**src/hdl/rmpr_pkg.sv**
```systemverilog
// Shared types, constants and the duty slew function for the reversing motor PWM ramp controller.
// Has no dependencies; every other file in hdl refers to it by scoped names.
package rmpr_pkg;

	localparam int unsigned TIME_W   = 32;
	localparam int unsigned DUTY_W   = 16;
	localparam int unsigned SAMPLE_W = 12;
	localparam int unsigned CFG_W    = 16;
	localparam int unsigned PROD_W   = SAMPLE_W + DUTY_W;
	localparam int unsigned DIV_CNT_W = $clog2(PROD_W);

	localparam int unsigned FIFO_DEPTH = 2;
	localparam int unsigned FIFO_PTR_W = $clog2(FIFO_DEPTH);
	localparam int unsigned FIFO_CNT_W = $clog2(FIFO_DEPTH + 1);

	localparam logic [DUTY_W-1:0]   DUTY_MAX_RST       = 16'd999;
	localparam logic [SAMPLE_W-1:0] ADC_FULL_SCALE_RST = 12'd4095;
	localparam logic [DUTY_W-1:0]   RAMP_STEP_RST      = 16'd10;
	localparam logic [DUTY_W-1:0]   REVERSE_DELAY_RST  = 16'd500;

	typedef enum logic [1:0] {
		REG_DUTY_MAX       = 2'd0,
		REG_ADC_FULL_SCALE = 2'd1,
		REG_RAMP_STEP      = 2'd2,
		REG_REVERSE_DELAY  = 2'd3
	} cfg_reg_t;

	typedef enum logic [1:0] {
		PH_STOPPED   = 2'd0,
		PH_RUNNING   = 2'd1,
		PH_RAMP_DOWN = 2'd2,
		PH_REV_WAIT  = 2'd3
	} phase_t;

	typedef enum logic [2:0] {
		BK_IDLE,
		BK_MUL,
		BK_START,
		BK_DIV,
		BK_COMMIT
	} bk_state_t;

	typedef struct packed {
		logic [DUTY_W-1:0]   duty_max;
		logic [SAMPLE_W-1:0] adc_full_scale;
		logic [DUTY_W-1:0]   ramp_step;
		logic [DUTY_W-1:0]   reverse_delay_ms;
	} cfg_t;

	typedef struct packed {
		logic [TIME_W-1:0]   now_ms;
		logic                run;
		logic                dir;
		logic [SAMPLE_W-1:0] sample;
	} item_t;

	typedef struct packed {
		logic [DUTY_W-1:0]   forward_duty;
		logic [DUTY_W-1:0]   reverse_duty;
		phase_t              phase;
		logic                run_on;
		logic                wanted_reverse;
		logic                driving_reverse;
		logic [DUTY_W-1:0]   target_duty;
		logic [SAMPLE_W-1:0] held_sample;
	} result_t;

	function automatic logic [DUTY_W-1:0] slew(input logic [DUTY_W-1:0] cur,
			input logic [DUTY_W-1:0] goal, input logic [DUTY_W-1:0] step);
		logic [DUTY_W:0]   up;
		logic [DUTY_W-1:0] diff;
		logic [DUTY_W-1:0] r;
		up   = {1'b0, cur} + {1'b0, step};
		diff = cur - goal;
		if (cur < goal) begin
			r = (up > {1'b0, goal}) ? goal : up[DUTY_W-1:0];
		end else if (cur > goal) begin
			r = (diff <= step) ? goal : cur - step;
		end else begin
			r = cur;
		end
		return r;
	endfunction

endpackage

```
**src/hdl/rmpr_front.sv**
```systemverilog
// Front part: accepts ticks, applies the button toggles and the sample latch, and queues them.
// Depends on rmpr_pkg.
module rmpr_front (
	input  logic                             clk,
	input  logic                             arst_n,
	input  logic                             push,
	output logic                             full,
	input  logic [rmpr_pkg::TIME_W-1:0]      now_ms,
	input  logic                             run_press,
	input  logic                             dir_press,
	input  logic                             sample_valid,
	input  logic [rmpr_pkg::SAMPLE_W-1:0]    adc_sample,
	output logic                             item_empty,
	input  logic                             item_pop,
	output rmpr_pkg::item_t                  item
);

	rmpr_pkg::item_t                       fifo_q [rmpr_pkg::FIFO_DEPTH];
	logic [rmpr_pkg::FIFO_PTR_W-1:0]       wr_ptr_q;
	logic [rmpr_pkg::FIFO_PTR_W-1:0]       rd_ptr_q;
	logic [rmpr_pkg::FIFO_CNT_W-1:0]       count_q;
	logic                                  run_q;
	logic                                  dir_q;
	logic [rmpr_pkg::SAMPLE_W-1:0]         sample_q;
	logic                                  do_push;
	logic                                  do_pop;
	rmpr_pkg::item_t                       new_item;

	assign full       = (count_q == rmpr_pkg::FIFO_CNT_W'(rmpr_pkg::FIFO_DEPTH));
	assign item_empty = (count_q == '0);
	assign do_push    = push && !full;
	assign do_pop     = item_pop && !item_empty;
	assign item       = fifo_q[rd_ptr_q];

	always_comb begin
		new_item.now_ms = now_ms;
		new_item.run    = run_q ^ run_press;
		new_item.dir    = dir_q ^ dir_press;
		new_item.sample = sample_valid ? adc_sample : sample_q;
	end

	always_ff @(posedge clk or negedge arst_n) begin
		if (!arst_n) begin
			run_q    <= 1'b0;
			dir_q    <= 1'b0;
			sample_q <= '0;
			wr_ptr_q <= '0;
			rd_ptr_q <= '0;
			count_q  <= '0;
		end else begin
			if (do_push) begin
				run_q    <= new_item.run;
				dir_q    <= new_item.dir;
				sample_q <= new_item.sample;
				wr_ptr_q <= wr_ptr_q + 1'b1;
			end
			if (do_pop) begin
				rd_ptr_q <= rd_ptr_q + 1'b1;
			end
			if (do_push && !do_pop) begin
				count_q <= count_q + 1'b1;
			end else if (do_pop && !do_push) begin
				count_q <= count_q - 1'b1;
			end
		end
	end

	always_ff @(posedge clk) begin
		if (do_push) begin
			fifo_q[wr_ptr_q] <= new_item;
		end
	end

	a_count_bound: assert property (@(posedge clk) disable iff (!arst_n)
		count_q <= rmpr_pkg::FIFO_CNT_W'(rmpr_pkg::FIFO_DEPTH))
		else $error("front queue count beyond depth");

	a_ptr_track: assert property (@(posedge clk) disable iff (!arst_n)
		(count_q == '0) || full || (wr_ptr_q != rd_ptr_q))
		else $error("front queue pointers disagree with count");

	a_run_toggle: assert property (@(posedge clk) disable iff (!arst_n)
		do_push |=> (run_q == ($past(run_q) ^ $past(run_press))))
		else $error("run enable did not follow the press");

endmodule

```
**src/hdl/rmpr_div.sv**
```systemverilog
// Restoring serial divider, one quotient bit per cycle, used to scale the held sample.
// Depends on rmpr_pkg. A zero divisor yields an all-ones quotient.
module rmpr_div (
	input  logic                             clk,
	input  logic                             arst_n,
	input  logic                             start,
	input  logic [rmpr_pkg::PROD_W-1:0]      dividend,
	input  logic [rmpr_pkg::SAMPLE_W-1:0]    divisor,
	output logic                             done,
	output logic [rmpr_pkg::PROD_W-1:0]      quotient
);

	logic [rmpr_pkg::SAMPLE_W-1:0]   rem_q;
	logic [rmpr_pkg::PROD_W-1:0]     quo_q;
	logic [rmpr_pkg::DIV_CNT_W-1:0]  cnt_q;
	logic                            busy_q;
	logic                            done_q;
	logic [rmpr_pkg::SAMPLE_W:0]     trial;
	logic                            ge;
	logic [rmpr_pkg::SAMPLE_W:0]     diff;

	assign trial    = {rem_q, quo_q[rmpr_pkg::PROD_W-1]};
	assign ge       = (trial >= {1'b0, divisor});
	assign diff     = trial - {1'b0, divisor};
	assign done     = done_q;
	assign quotient = quo_q;

	always_ff @(posedge clk or negedge arst_n) begin
		if (!arst_n) begin
			busy_q <= 1'b0;
			done_q <= 1'b0;
			cnt_q  <= '0;
		end else begin
			done_q <= 1'b0;
			if (start) begin
				busy_q <= 1'b1;
				cnt_q  <= '0;
			end else if (busy_q) begin
				cnt_q <= cnt_q + 1'b1;
				if (cnt_q == rmpr_pkg::DIV_CNT_W'(rmpr_pkg::PROD_W - 1)) begin
					busy_q <= 1'b0;
					done_q <= 1'b1;
				end
			end
		end
	end

	always_ff @(posedge clk) begin
		if (start) begin
			rem_q <= '0;
			quo_q <= dividend;
		end else if (busy_q) begin
			rem_q <= ge ? diff[rmpr_pkg::SAMPLE_W-1:0] : trial[rmpr_pkg::SAMPLE_W-1:0];
			quo_q <= {quo_q[rmpr_pkg::PROD_W-2:0], ge};
		end
	end

	a_done_after_busy: assert property (@(posedge clk) disable iff (!arst_n)
		done_q |-> $past(busy_q))
		else $error("divider finished without running");

	a_no_restart: assert property (@(posedge clk) disable iff (!arst_n)
		busy_q |-> !start)
		else $error("divider restarted while busy");

	a_cnt_bound: assert property (@(posedge clk) disable iff (!arst_n)
		busy_q |-> (cnt_q <= rmpr_pkg::DIV_CNT_W'(rmpr_pkg::PROD_W - 1)))
		else $error("divider step count out of range");

endmodule

```
**src/hdl/rmpr_back.sv**
```systemverilog
// Back part: scales the sample to a target, runs the phase machine and holds the result.
// Depends on rmpr_pkg and rmpr_div.
module rmpr_back (
	input  logic                  clk,
	input  logic                  arst_n,
	input  rmpr_pkg::cfg_t        cfg,
	input  logic                  item_empty,
	output logic                  item_pop,
	input  rmpr_pkg::item_t       item,
	output logic                  empty,
	input  logic                  pop,
	output rmpr_pkg::result_t     result
);

	rmpr_pkg::bk_state_t                 bk_state_q;
	rmpr_pkg::bk_state_t                 bk_state_nxt;
	rmpr_pkg::item_t                     item_q;
	logic [rmpr_pkg::PROD_W-1:0]         product_q;
	logic [rmpr_pkg::DUTY_W-1:0]         target_q;
	rmpr_pkg::phase_t                    phase_q;
	logic                                out_dir_q;
	logic [rmpr_pkg::DUTY_W-1:0]         duty_q;
	logic [rmpr_pkg::TIME_W-1:0]         wait_start_q;
	logic                                out_valid_q;
	rmpr_pkg::result_t                   result_q;

	logic                                div_start;
	logic                                div_done;
	logic [rmpr_pkg::PROD_W-1:0]         div_quo;
	logic                                commit;
	logic                                out_free;

	logic [rmpr_pkg::DUTY_W-1:0]         desired;
	logic                                change;
	logic [rmpr_pkg::DUTY_W-1:0]         goal;
	logic [rmpr_pkg::DUTY_W-1:0]         slewed;
	logic [rmpr_pkg::TIME_W-1:0]         elapsed;
	rmpr_pkg::phase_t                    phase_nxt;
	logic                                dir_nxt;
	logic [rmpr_pkg::DUTY_W-1:0]         duty_nxt;
	logic [rmpr_pkg::TIME_W-1:0]         wait_nxt;

	rmpr_div u_div (
		.clk      (clk),
		.arst_n   (arst_n),
		.start    (div_start),
		.dividend (product_q),
		.divisor  (cfg.adc_full_scale),
		.done     (div_done),
		.quotient (div_quo)
	);

	assign out_free = !out_valid_q || pop;
	assign empty    = !out_valid_q;
	assign result   = result_q;

	always_comb begin
		bk_state_nxt = bk_state_q;
		unique case (bk_state_q)
			rmpr_pkg::BK_IDLE: begin
				if (!item_empty) begin
					bk_state_nxt = rmpr_pkg::BK_MUL;
				end
			end
			rmpr_pkg::BK_MUL: begin
				bk_state_nxt = rmpr_pkg::BK_START;
			end
			rmpr_pkg::BK_START: begin
				bk_state_nxt = rmpr_pkg::BK_DIV;
			end
			rmpr_pkg::BK_DIV: begin
				if (div_done) begin
					bk_state_nxt = rmpr_pkg::BK_COMMIT;
				end
			end
			rmpr_pkg::BK_COMMIT: begin
				if (out_free) begin
					bk_state_nxt = rmpr_pkg::BK_IDLE;
				end
			end
			default: begin
				bk_state_nxt = rmpr_pkg::BK_IDLE;
			end
		endcase
	end

	always_comb begin
		item_pop  = 1'b0;
		div_start = 1'b0;
		commit    = 1'b0;
		unique case (bk_state_q)
			rmpr_pkg::BK_IDLE:   item_pop  = !item_empty;
			rmpr_pkg::BK_START:  div_start = 1'b1;
			rmpr_pkg::BK_COMMIT: commit    = out_free;
			default: begin
			end
		endcase
	end

	always_comb begin
		desired  = item_q.run ? target_q : '0;
		change   = item_q.run && (item_q.dir != out_dir_q);
		goal     = (phase_q == rmpr_pkg::PH_RUNNING && !change) ? desired : '0;
		slewed   = rmpr_pkg::slew(duty_q, goal, cfg.ramp_step);
		elapsed  = item_q.now_ms - wait_start_q;
		phase_nxt = phase_q;
		dir_nxt   = out_dir_q;
		duty_nxt  = duty_q;
		wait_nxt  = wait_start_q;
		unique case (phase_q)
			rmpr_pkg::PH_STOPPED: begin
				duty_nxt = '0;
				if (change) begin
					dir_nxt = item_q.dir;
				end
				if (desired != '0) begin
					phase_nxt = rmpr_pkg::PH_RUNNING;
				end
			end
			rmpr_pkg::PH_RUNNING: begin
				duty_nxt = slewed;
				if (change) begin
					phase_nxt = rmpr_pkg::PH_RAMP_DOWN;
				end else if (desired == '0 && slewed == '0) begin
					phase_nxt = rmpr_pkg::PH_STOPPED;
				end
			end
			rmpr_pkg::PH_RAMP_DOWN: begin
				duty_nxt = slewed;
				if (slewed == '0) begin
					wait_nxt  = item_q.now_ms;
					phase_nxt = rmpr_pkg::PH_REV_WAIT;
				end
			end
			rmpr_pkg::PH_REV_WAIT: begin
				if (elapsed >= {{(rmpr_pkg::TIME_W-rmpr_pkg::DUTY_W){1'b0}},
						cfg.reverse_delay_ms}) begin
					dir_nxt   = item_q.dir;
					phase_nxt = item_q.run ? rmpr_pkg::PH_RUNNING : rmpr_pkg::PH_STOPPED;
				end
			end
			default: begin
			end
		endcase
	end

	always_ff @(posedge clk or negedge arst_n) begin
		if (!arst_n) begin
			bk_state_q   <= rmpr_pkg::BK_IDLE;
			phase_q      <= rmpr_pkg::PH_STOPPED;
			out_dir_q    <= 1'b0;
			duty_q       <= '0;
			wait_start_q <= '0;
			out_valid_q  <= 1'b0;
		end else begin
			bk_state_q <= bk_state_nxt;
			if (commit) begin
				phase_q      <= phase_nxt;
				out_dir_q    <= dir_nxt;
				duty_q       <= duty_nxt;
				wait_start_q <= wait_nxt;
				out_valid_q  <= 1'b1;
			end else if (pop) begin
				out_valid_q <= 1'b0;
			end
		end
	end

	always_ff @(posedge clk) begin
		if (item_pop) begin
			item_q <= item;
		end
		if (bk_state_q == rmpr_pkg::BK_MUL) begin
			product_q <= rmpr_pkg::PROD_W'(item_q.sample * cfg.duty_max);
		end
		if (div_done) begin
			target_q <= (div_quo > rmpr_pkg::PROD_W'(cfg.duty_max)) ?
				cfg.duty_max : div_quo[rmpr_pkg::DUTY_W-1:0];
		end
		if (commit) begin
			result_q.forward_duty    <= dir_nxt ? '0 : duty_nxt;
			result_q.reverse_duty    <= dir_nxt ? duty_nxt : '0;
			result_q.phase           <= phase_nxt;
			result_q.run_on          <= item_q.run;
			result_q.wanted_reverse  <= item_q.dir;
			result_q.driving_reverse <= dir_nxt;
			result_q.target_duty     <= target_q;
			result_q.held_sample     <= item_q.sample;
		end
	end

	a_idle_duty_zero: assert property (@(posedge clk) disable iff (!arst_n)
		(phase_q == rmpr_pkg::PH_STOPPED || phase_q == rmpr_pkg::PH_REV_WAIT) |-> (duty_q == '0))
		else $error("duty not zero while stopped or waiting to reverse");

	a_done_in_div: assert property (@(posedge clk) disable iff (!arst_n)
		div_done |-> (bk_state_q == rmpr_pkg::BK_DIV))
		else $error("divider result arrived outside the divide step");

	a_no_overwrite: assert property (@(posedge clk) disable iff (!arst_n)
		(out_valid_q && !pop) |=> ($stable(result_q) && out_valid_q))
		else $error("waiting result was overwritten or dropped");

	a_one_side_driven: assert property (@(posedge clk) disable iff (!arst_n)
		out_valid_q |-> (result_q.forward_duty == '0 || result_q.reverse_duty == '0))
		else $error("both bridge channels driven");

endmodule

```
**src/hdl/reversing_motor_pwm_ramp_controller_unit.sv**
```systemverilog
// Top level of the reversing motor PWM ramp controller: configuration registers and the parts.
// Depends on rmpr_pkg, rmpr_front and rmpr_back.
//
//   Channel   Direction  Handshake          Carries
//   ticks     in         push / full        now_ms, run_press, dir_press, sample_valid, adc_sample
//   results   out        empty / pop        duties, phase, flags, target_duty, held_sample
//   config    in         cfg_valid/ready    cfg_index, cfg_data
//
// Back part steps per tick: idle, multiply, start, the 28-step serial divide, then commit.
// The front queue holds two ticks, so the source may run ahead of the back part.
// A finished result waits in the output register; only then does the back part stall.
// Reset is asynchronous; queue storage, divider, product, target and result data registers are not reset.
// Configuration transfers are always taken and should only be made while the block is idle.
module reversing_motor_pwm_ramp_controller_unit (
	input  logic                             clk,
	input  logic                             arst_n,
	input  logic                             push,
	output logic                             full,
	input  logic [rmpr_pkg::TIME_W-1:0]      now_ms,
	input  logic                             run_press,
	input  logic                             dir_press,
	input  logic                             sample_valid,
	input  logic [rmpr_pkg::SAMPLE_W-1:0]    adc_sample,
	output logic                             empty,
	input  logic                             pop,
	output logic [rmpr_pkg::DUTY_W-1:0]      forward_duty,
	output logic [rmpr_pkg::DUTY_W-1:0]      reverse_duty,
	output logic [1:0]                       phase_now,
	output logic                             run_on,
	output logic                             wanted_reverse,
	output logic                             driving_reverse,
	output logic [rmpr_pkg::DUTY_W-1:0]      target_duty,
	output logic [rmpr_pkg::SAMPLE_W-1:0]    held_sample,
	input  logic                             cfg_valid,
	output logic                             cfg_ready,
	input  logic [1:0]                       cfg_index,
	input  logic [rmpr_pkg::CFG_W-1:0]       cfg_data
);

	rmpr_pkg::cfg_t     cfg_q;
	rmpr_pkg::item_t    item;
	logic               item_empty;
	logic               item_pop;
	rmpr_pkg::result_t  result;

	assign cfg_ready = 1'b1;

	always_ff @(posedge clk or negedge arst_n) begin
		if (!arst_n) begin
			cfg_q.duty_max         <= rmpr_pkg::DUTY_MAX_RST;
			cfg_q.adc_full_scale   <= rmpr_pkg::ADC_FULL_SCALE_RST;
			cfg_q.ramp_step        <= rmpr_pkg::RAMP_STEP_RST;
			cfg_q.reverse_delay_ms <= rmpr_pkg::REVERSE_DELAY_RST;
		end else if (cfg_valid && cfg_ready) begin
			unique case (rmpr_pkg::cfg_reg_t'(cfg_index))
				rmpr_pkg::REG_DUTY_MAX:       cfg_q.duty_max <= cfg_data;
				rmpr_pkg::REG_ADC_FULL_SCALE:
					cfg_q.adc_full_scale <= cfg_data[rmpr_pkg::SAMPLE_W-1:0];
				rmpr_pkg::REG_RAMP_STEP:      cfg_q.ramp_step <= cfg_data;
				rmpr_pkg::REG_REVERSE_DELAY:  cfg_q.reverse_delay_ms <= cfg_data;
				default: begin
				end
			endcase
		end
	end

	rmpr_front u_front (
		.clk          (clk),
		.arst_n       (arst_n),
		.push         (push),
		.full         (full),
		.now_ms       (now_ms),
		.run_press    (run_press),
		.dir_press    (dir_press),
		.sample_valid (sample_valid),
		.adc_sample   (adc_sample),
		.item_empty   (item_empty),
		.item_pop     (item_pop),
		.item         (item)
	);

	rmpr_back u_back (
		.clk        (clk),
		.arst_n     (arst_n),
		.cfg        (cfg_q),
		.item_empty (item_empty),
		.item_pop   (item_pop),
		.item       (item),
		.empty      (empty),
		.pop        (pop),
		.result     (result)
	);

	assign forward_duty    = result.forward_duty;
	assign reverse_duty    = result.reverse_duty;
	assign phase_now       = result.phase;
	assign run_on          = result.run_on;
	assign wanted_reverse  = result.wanted_reverse;
	assign driving_reverse = result.driving_reverse;
	assign target_duty     = result.target_duty;
	assign held_sample     = result.held_sample;

endmodule
```
**config.mk**
```make
export PLATFORM = sky130hd
export DESIGN_NAME = reversing_motor_pwm_ramp_controller_unit
export DESIGN_NICKNAME = d
export VERILOG_FILES = /design/src/hdl/rmpr_pkg.sv /design/src/hdl/rmpr_front.sv /design/src/hdl/rmpr_div.sv /design/src/hdl/rmpr_back.sv /design/src/hdl/reversing_motor_pwm_ramp_controller_unit.sv
export SDC_FILE = /design/constraint.sdc
export NUM_CORES = 1
export LEC_CHECK = 0
export BUFFER_PORTS_ARGS = -buffer_cell sky130_fd_sc_hd__buf_2
export CORE_MARGIN = 4
export CORE_UTILIZATION = 30
export CTS_BUF_LIST = sky130_fd_sc_hd__clkbuf_2 sky130_fd_sc_hd__clkbuf_4 sky130_fd_sc_hd__clkbuf_8
export DETAILED_ROUTE_END_ITERATION = 8
export GPL_TIMING_DRIVEN = 0
export HOLD_SLACK_MARGIN = 0.12
export PLACE_DENSITY = 0.57
export SLEW_MARGIN = 40
export SYNTH_ARGS = -nofsm -noshare
export SYNTH_HDL_FRONTEND = slang
export SYNTH_SLANG_ARGS = --single-unit
```
**constraint.sdc**
```tcl
create_clock -name clk -period 6.55 [get_ports clk]
set_clock_uncertainty 0.2 [all_clocks]
set_input_delay 0.655 -clock clk [delete_from_list [all_inputs] [get_ports clk]]
set_output_delay 0.655 -clock clk [all_outputs]
set_load 0.02 [all_outputs]
```
==> results.json <==
{
  "peakVddDrop_mv": 0.301,
  "ys.flop_type": "edfxtp_1",
  "drc": 0,
  "synth_fp_nets": 3205,
  "tns_ns": -13.10,
  "num-nets-final": 3563,
  "ios": 138,
  "synth_xor_area_frac": 0.0276,
  "synth_edf_count": 275,
  "grt_usage": 0.162,
  "seqPwrFrac": 0.309,
  "critPathMaxStageDelay_ns": 0.59,
  "synthSimpleGateAreaFrac": 0.137,
  "synthArstFlopShare": 0.328,
  "worst_pin_slew_ns": 0.844,
  "max_freq_mhz": 144,
  "synthCells": 2763,
  "ys_top_cells_by_area": "edfxtp_1 28%, fa_1 10%, ha_1 9.7%",
  "cts_tree": "done",
  "clock_latency_ns": 0.73,
  "clkPwrFrac": 0.222,
  "powerDensity_mw_per_mm2": 368,
  "viasPerCell": 4.87,
  "start_util": 0.302,
  "crit_slowest_cell": "or4b_4",
  "cts_buffer_depth": 3,
  "worst_setup_path_end_kind": "flop",
  "fp.dieW_um": 320,
  "status": "finished, violations left",
  "p_leak_nw": 15.1,
  "synth.distinct_cells": 93,
  "place_ws_ns": -2.43,
  "ys_ff_latch": 427,
  "hold_viol": 0,
  "path_max_fanout": 6,
  "synth_top_cell_by_area": "edfxtp_1",
  "timing.final.crit_share": 1.06,
  "final_common_cell": "nand2_1",
  "setup_viol": 36,
  "grt_pass1_wl_mm": 129,
  "antenna_left": 0,
  "htreeDepth": 3,
  "p_int_mw": 8.17,
  "yosys_warnings": 0,
  "clock_sinks": 427,
  "worstSetupStartpointType": "flop",
  "crit_required_ns": 6.80,
  "antenna_found_initial": 10,
  "netlist_area_mm2": 0.0292,
  "synth.avg_cell_area_um2": 10.6,
  "cp_top_family": "compound AO/OA/AOI/OAI gates",
  "drv_slew": 0,
  "fp.dieH_um": 320,
  "area_growth_pct": 22.1,
  "gp_congestion": 0.946,
  "synth.area.mux_share": 0.0683,
  "post_drt_wl_per_cell_um": 18.8,
  "timing.final.ws_setup_ns": -0.395,
  "num_rows": 114,
  "hold_class": "input port to flop",
  "portBuffers": 136,
  "synth_top_family_by_area": "adder cells",
  "pwr-share-comb": 0.469,
  "drt_iter0_drc": 1509,
  "crit_arrival_ns": 7.19,
  "yosysTopAreaCellShare": 0.283,
  "root_buffer": "clkbuf_8",
  "period_minus_slack_ns": 6.95,
  "layout_common_cells": "350 x nand2_1, 289 x inv_1, 275 x edfxtp_1, 215 x ha_1, 148 x nor2_1",
  "dp_hpwl_mm": 63.7,
  "routed_wirelength_mm": 83.9,
  "via_count": 21753,
  "synthAdderAreaFrac": 0.197,
  "drive_gt1_frac": 0.217,
  "coreArea_mm2": 0.0966,
  "grt_pass1_vias": 21672,
  "finalPower_mw": 13.1,
  "path_class": "flop to flop",
  "grt_max_degree": 57,
  "drv_cap": 0,
  "rsz0062_at_grt": "yes",
  "ys_seq_area_frac": 0.413,
  "p_sw_mw": 4.93,
  "cts.clk_slew.worst_paths_ns": 0.06,
  "path_buf_inv": 2,
  "die_area_mm2": 0.102,
  "nFillCells": 9589,
  "sw_frac_of_total": 0.376,
  "synth_compound_area_frac": 0.104,
  "cts_inserted_buffers": 80,
  "grt_overflow": 0,
  "worst_slew_margin_rel": 0.433,
  "drt-pass1-iter-count": 5,
  "violations": "setup timing"
}
[through the flow]
stage                     hold slack [ns]  area, um2  instances  utilization
after floorplan                     0.159      29200       2763            -
after global placement              0.266      31500       4175        0.326
after detailed placement            0.279      31800       4186        0.329
after CTS                           0.124      35100       4436        0.363
after global routing                0.155      35600       4466        0.368
final                               0.180      35600       4470        0.368
[state kept, by name (all words and copies together) (netlist names), 2 cells and up]
signal                 cells
u_front.sample_q          12
u_back.u_div.rem_q        12
cfg_q                     60
u_back.bk_state_q          3
u_back.phase_q             2
u_front.count_q            2
u_back.u_div.cnt_q         5
u_back.product_q          28
u_back.item_q             46
u_back.wait_start_q       32
u_back.result             65
u_back.target_q           16
u_front.fifo_q            92
u_back.duty_q             16
u_back.u_div.quotient     28
[final cells by class]
type | instances | area [um2] | share of cell area
Multi-Input combinational cell | 1939 | 16300 | 0.457
Sequential cell | 427 | 12100 | 0.339
Timing Repair Buffer | 283 | 2260 | 0.0634
Tap cell | 1276 | 1600 | 0.0449
Clock buffer | 112 | 1390 | 0.0389
Inverter | 294 | 1110 | 0.0312
Buffer | 96 | 499 | 0.0140
Clock inverter | 37 | 417 | 0.0117
Antenna cell | 6 | 15.0 | 0.000422
[power groups by stage]
stage	Clock, mW	Sequential (mW)	Combinational, mW
6_report	2.91	4.05	6.14
5_1_grt	3.13	4.10	6.94
3_5_place_dp	0	4.07	5.84
3_3_place_gp	0	4.08	5.69
4_1_cts	3.01	4.05	6.04
2_1_floorplan	0	3.97	4.48
[worst paths after layout]
check	from	endpoint	slack [ns]	cells after the start
max	u_back.phase_q[1]$_DFFE_PN0P_	u_back.result[31]$_DFFE_PP_	-0.40	32
min	cfg_data[7]	cfg_q[23]$_DFFE_PN0P_	0.18	2
max reg2reg	u_back.phase_q[1]$_DFFE_PN0P_	u_back.result[31]$_DFFE_PP_	-0.40	32
min reg2reg	u_back.product_q[19]$_DFFE_PP_	u_back.u_div.quotient[19]$_DFFE_PP_	0.29	2
max in group asynchronous	arst_n	cfg_q[45]$_DFFE_PN1P_	4.89	4
min in group asynchronous	arst_n	u_back.wait_start_q[22]$_DFFE_PN0P_	0.25	2
[cell usage after synthesis (8+ instances only)]
cell and count:
a21o_1 29, edfxtp_1 275, and3_1 13, xor2_1 24, nand2b_1 25, o31ai_1 11
inv_1 292, mux2_2 120, a211oi_1 21, a21oi_1 124, and2_1 86, o21a_1 17
dfxtp_1 12, nand4_1 24, mux2_4 30, o211ai_1 16, nor2_1 156, nor2b_1 18
ha_1 227, a21boi_0 10, or3_1 14, o21ai_0 122, nand3b_1 8, a31oi_1 8
clkbuf_1 82, a211o_1 9, fa_1 145, dfstp_2 28, nand3_1 39, mux2i_1 19
xnor2_1 68, dfrtp_1 112, nor4_1 20, nor3_1 40, nand2_1 359
[cells by family (layout without fill, tap and decap cells)]
kind of cell	count (synthesis)	count (layout)
adders and majority gates	372	372
DFF	427	427
muxes	169	169
xor gates and xnor gates	92	92
buffers and inverters	398	822
other	1	7
AOI/OAI and AO/OA	464	465
and+or+nand+nor	840	840
[worst reg2reg max path, delay by kind of cell, from the launching register on]
| family | cells | cell delay (ns) |
|---|---|---|
| and+or+nand+nor | 10 | 2.11 |
| DFF | 1 | 0.39 |
| buffers and inverters | 2 | 0.23 |
| AOI/OAI and AO/OA | 16 | 2.80 |
| adders and majority gates | 3 | 0.75 |
| muxes | 1 | 0.18 |
[metal layers]
metal  wire (um)  global-route usage
met5          13                   0
met4        2760              0.0573
met3        5000              0.0292
met2       37900               0.256
met1       38200               0.222
[repair_timing]
| action | CTS | global route |
|---|---|---|
| buffers inserted | 44 | 27 |
| resized for setup | 88 | 100 |
| setup endpoints to repair | 91 | 76 |
| pin swaps | 34 | 50 |
| gates cloned | 4 | 1 |
| endpoints found under the hold margin | 204 | 0 |
| hold buffers | 62 | 0 |
Power figures use the tool's default switching activity.
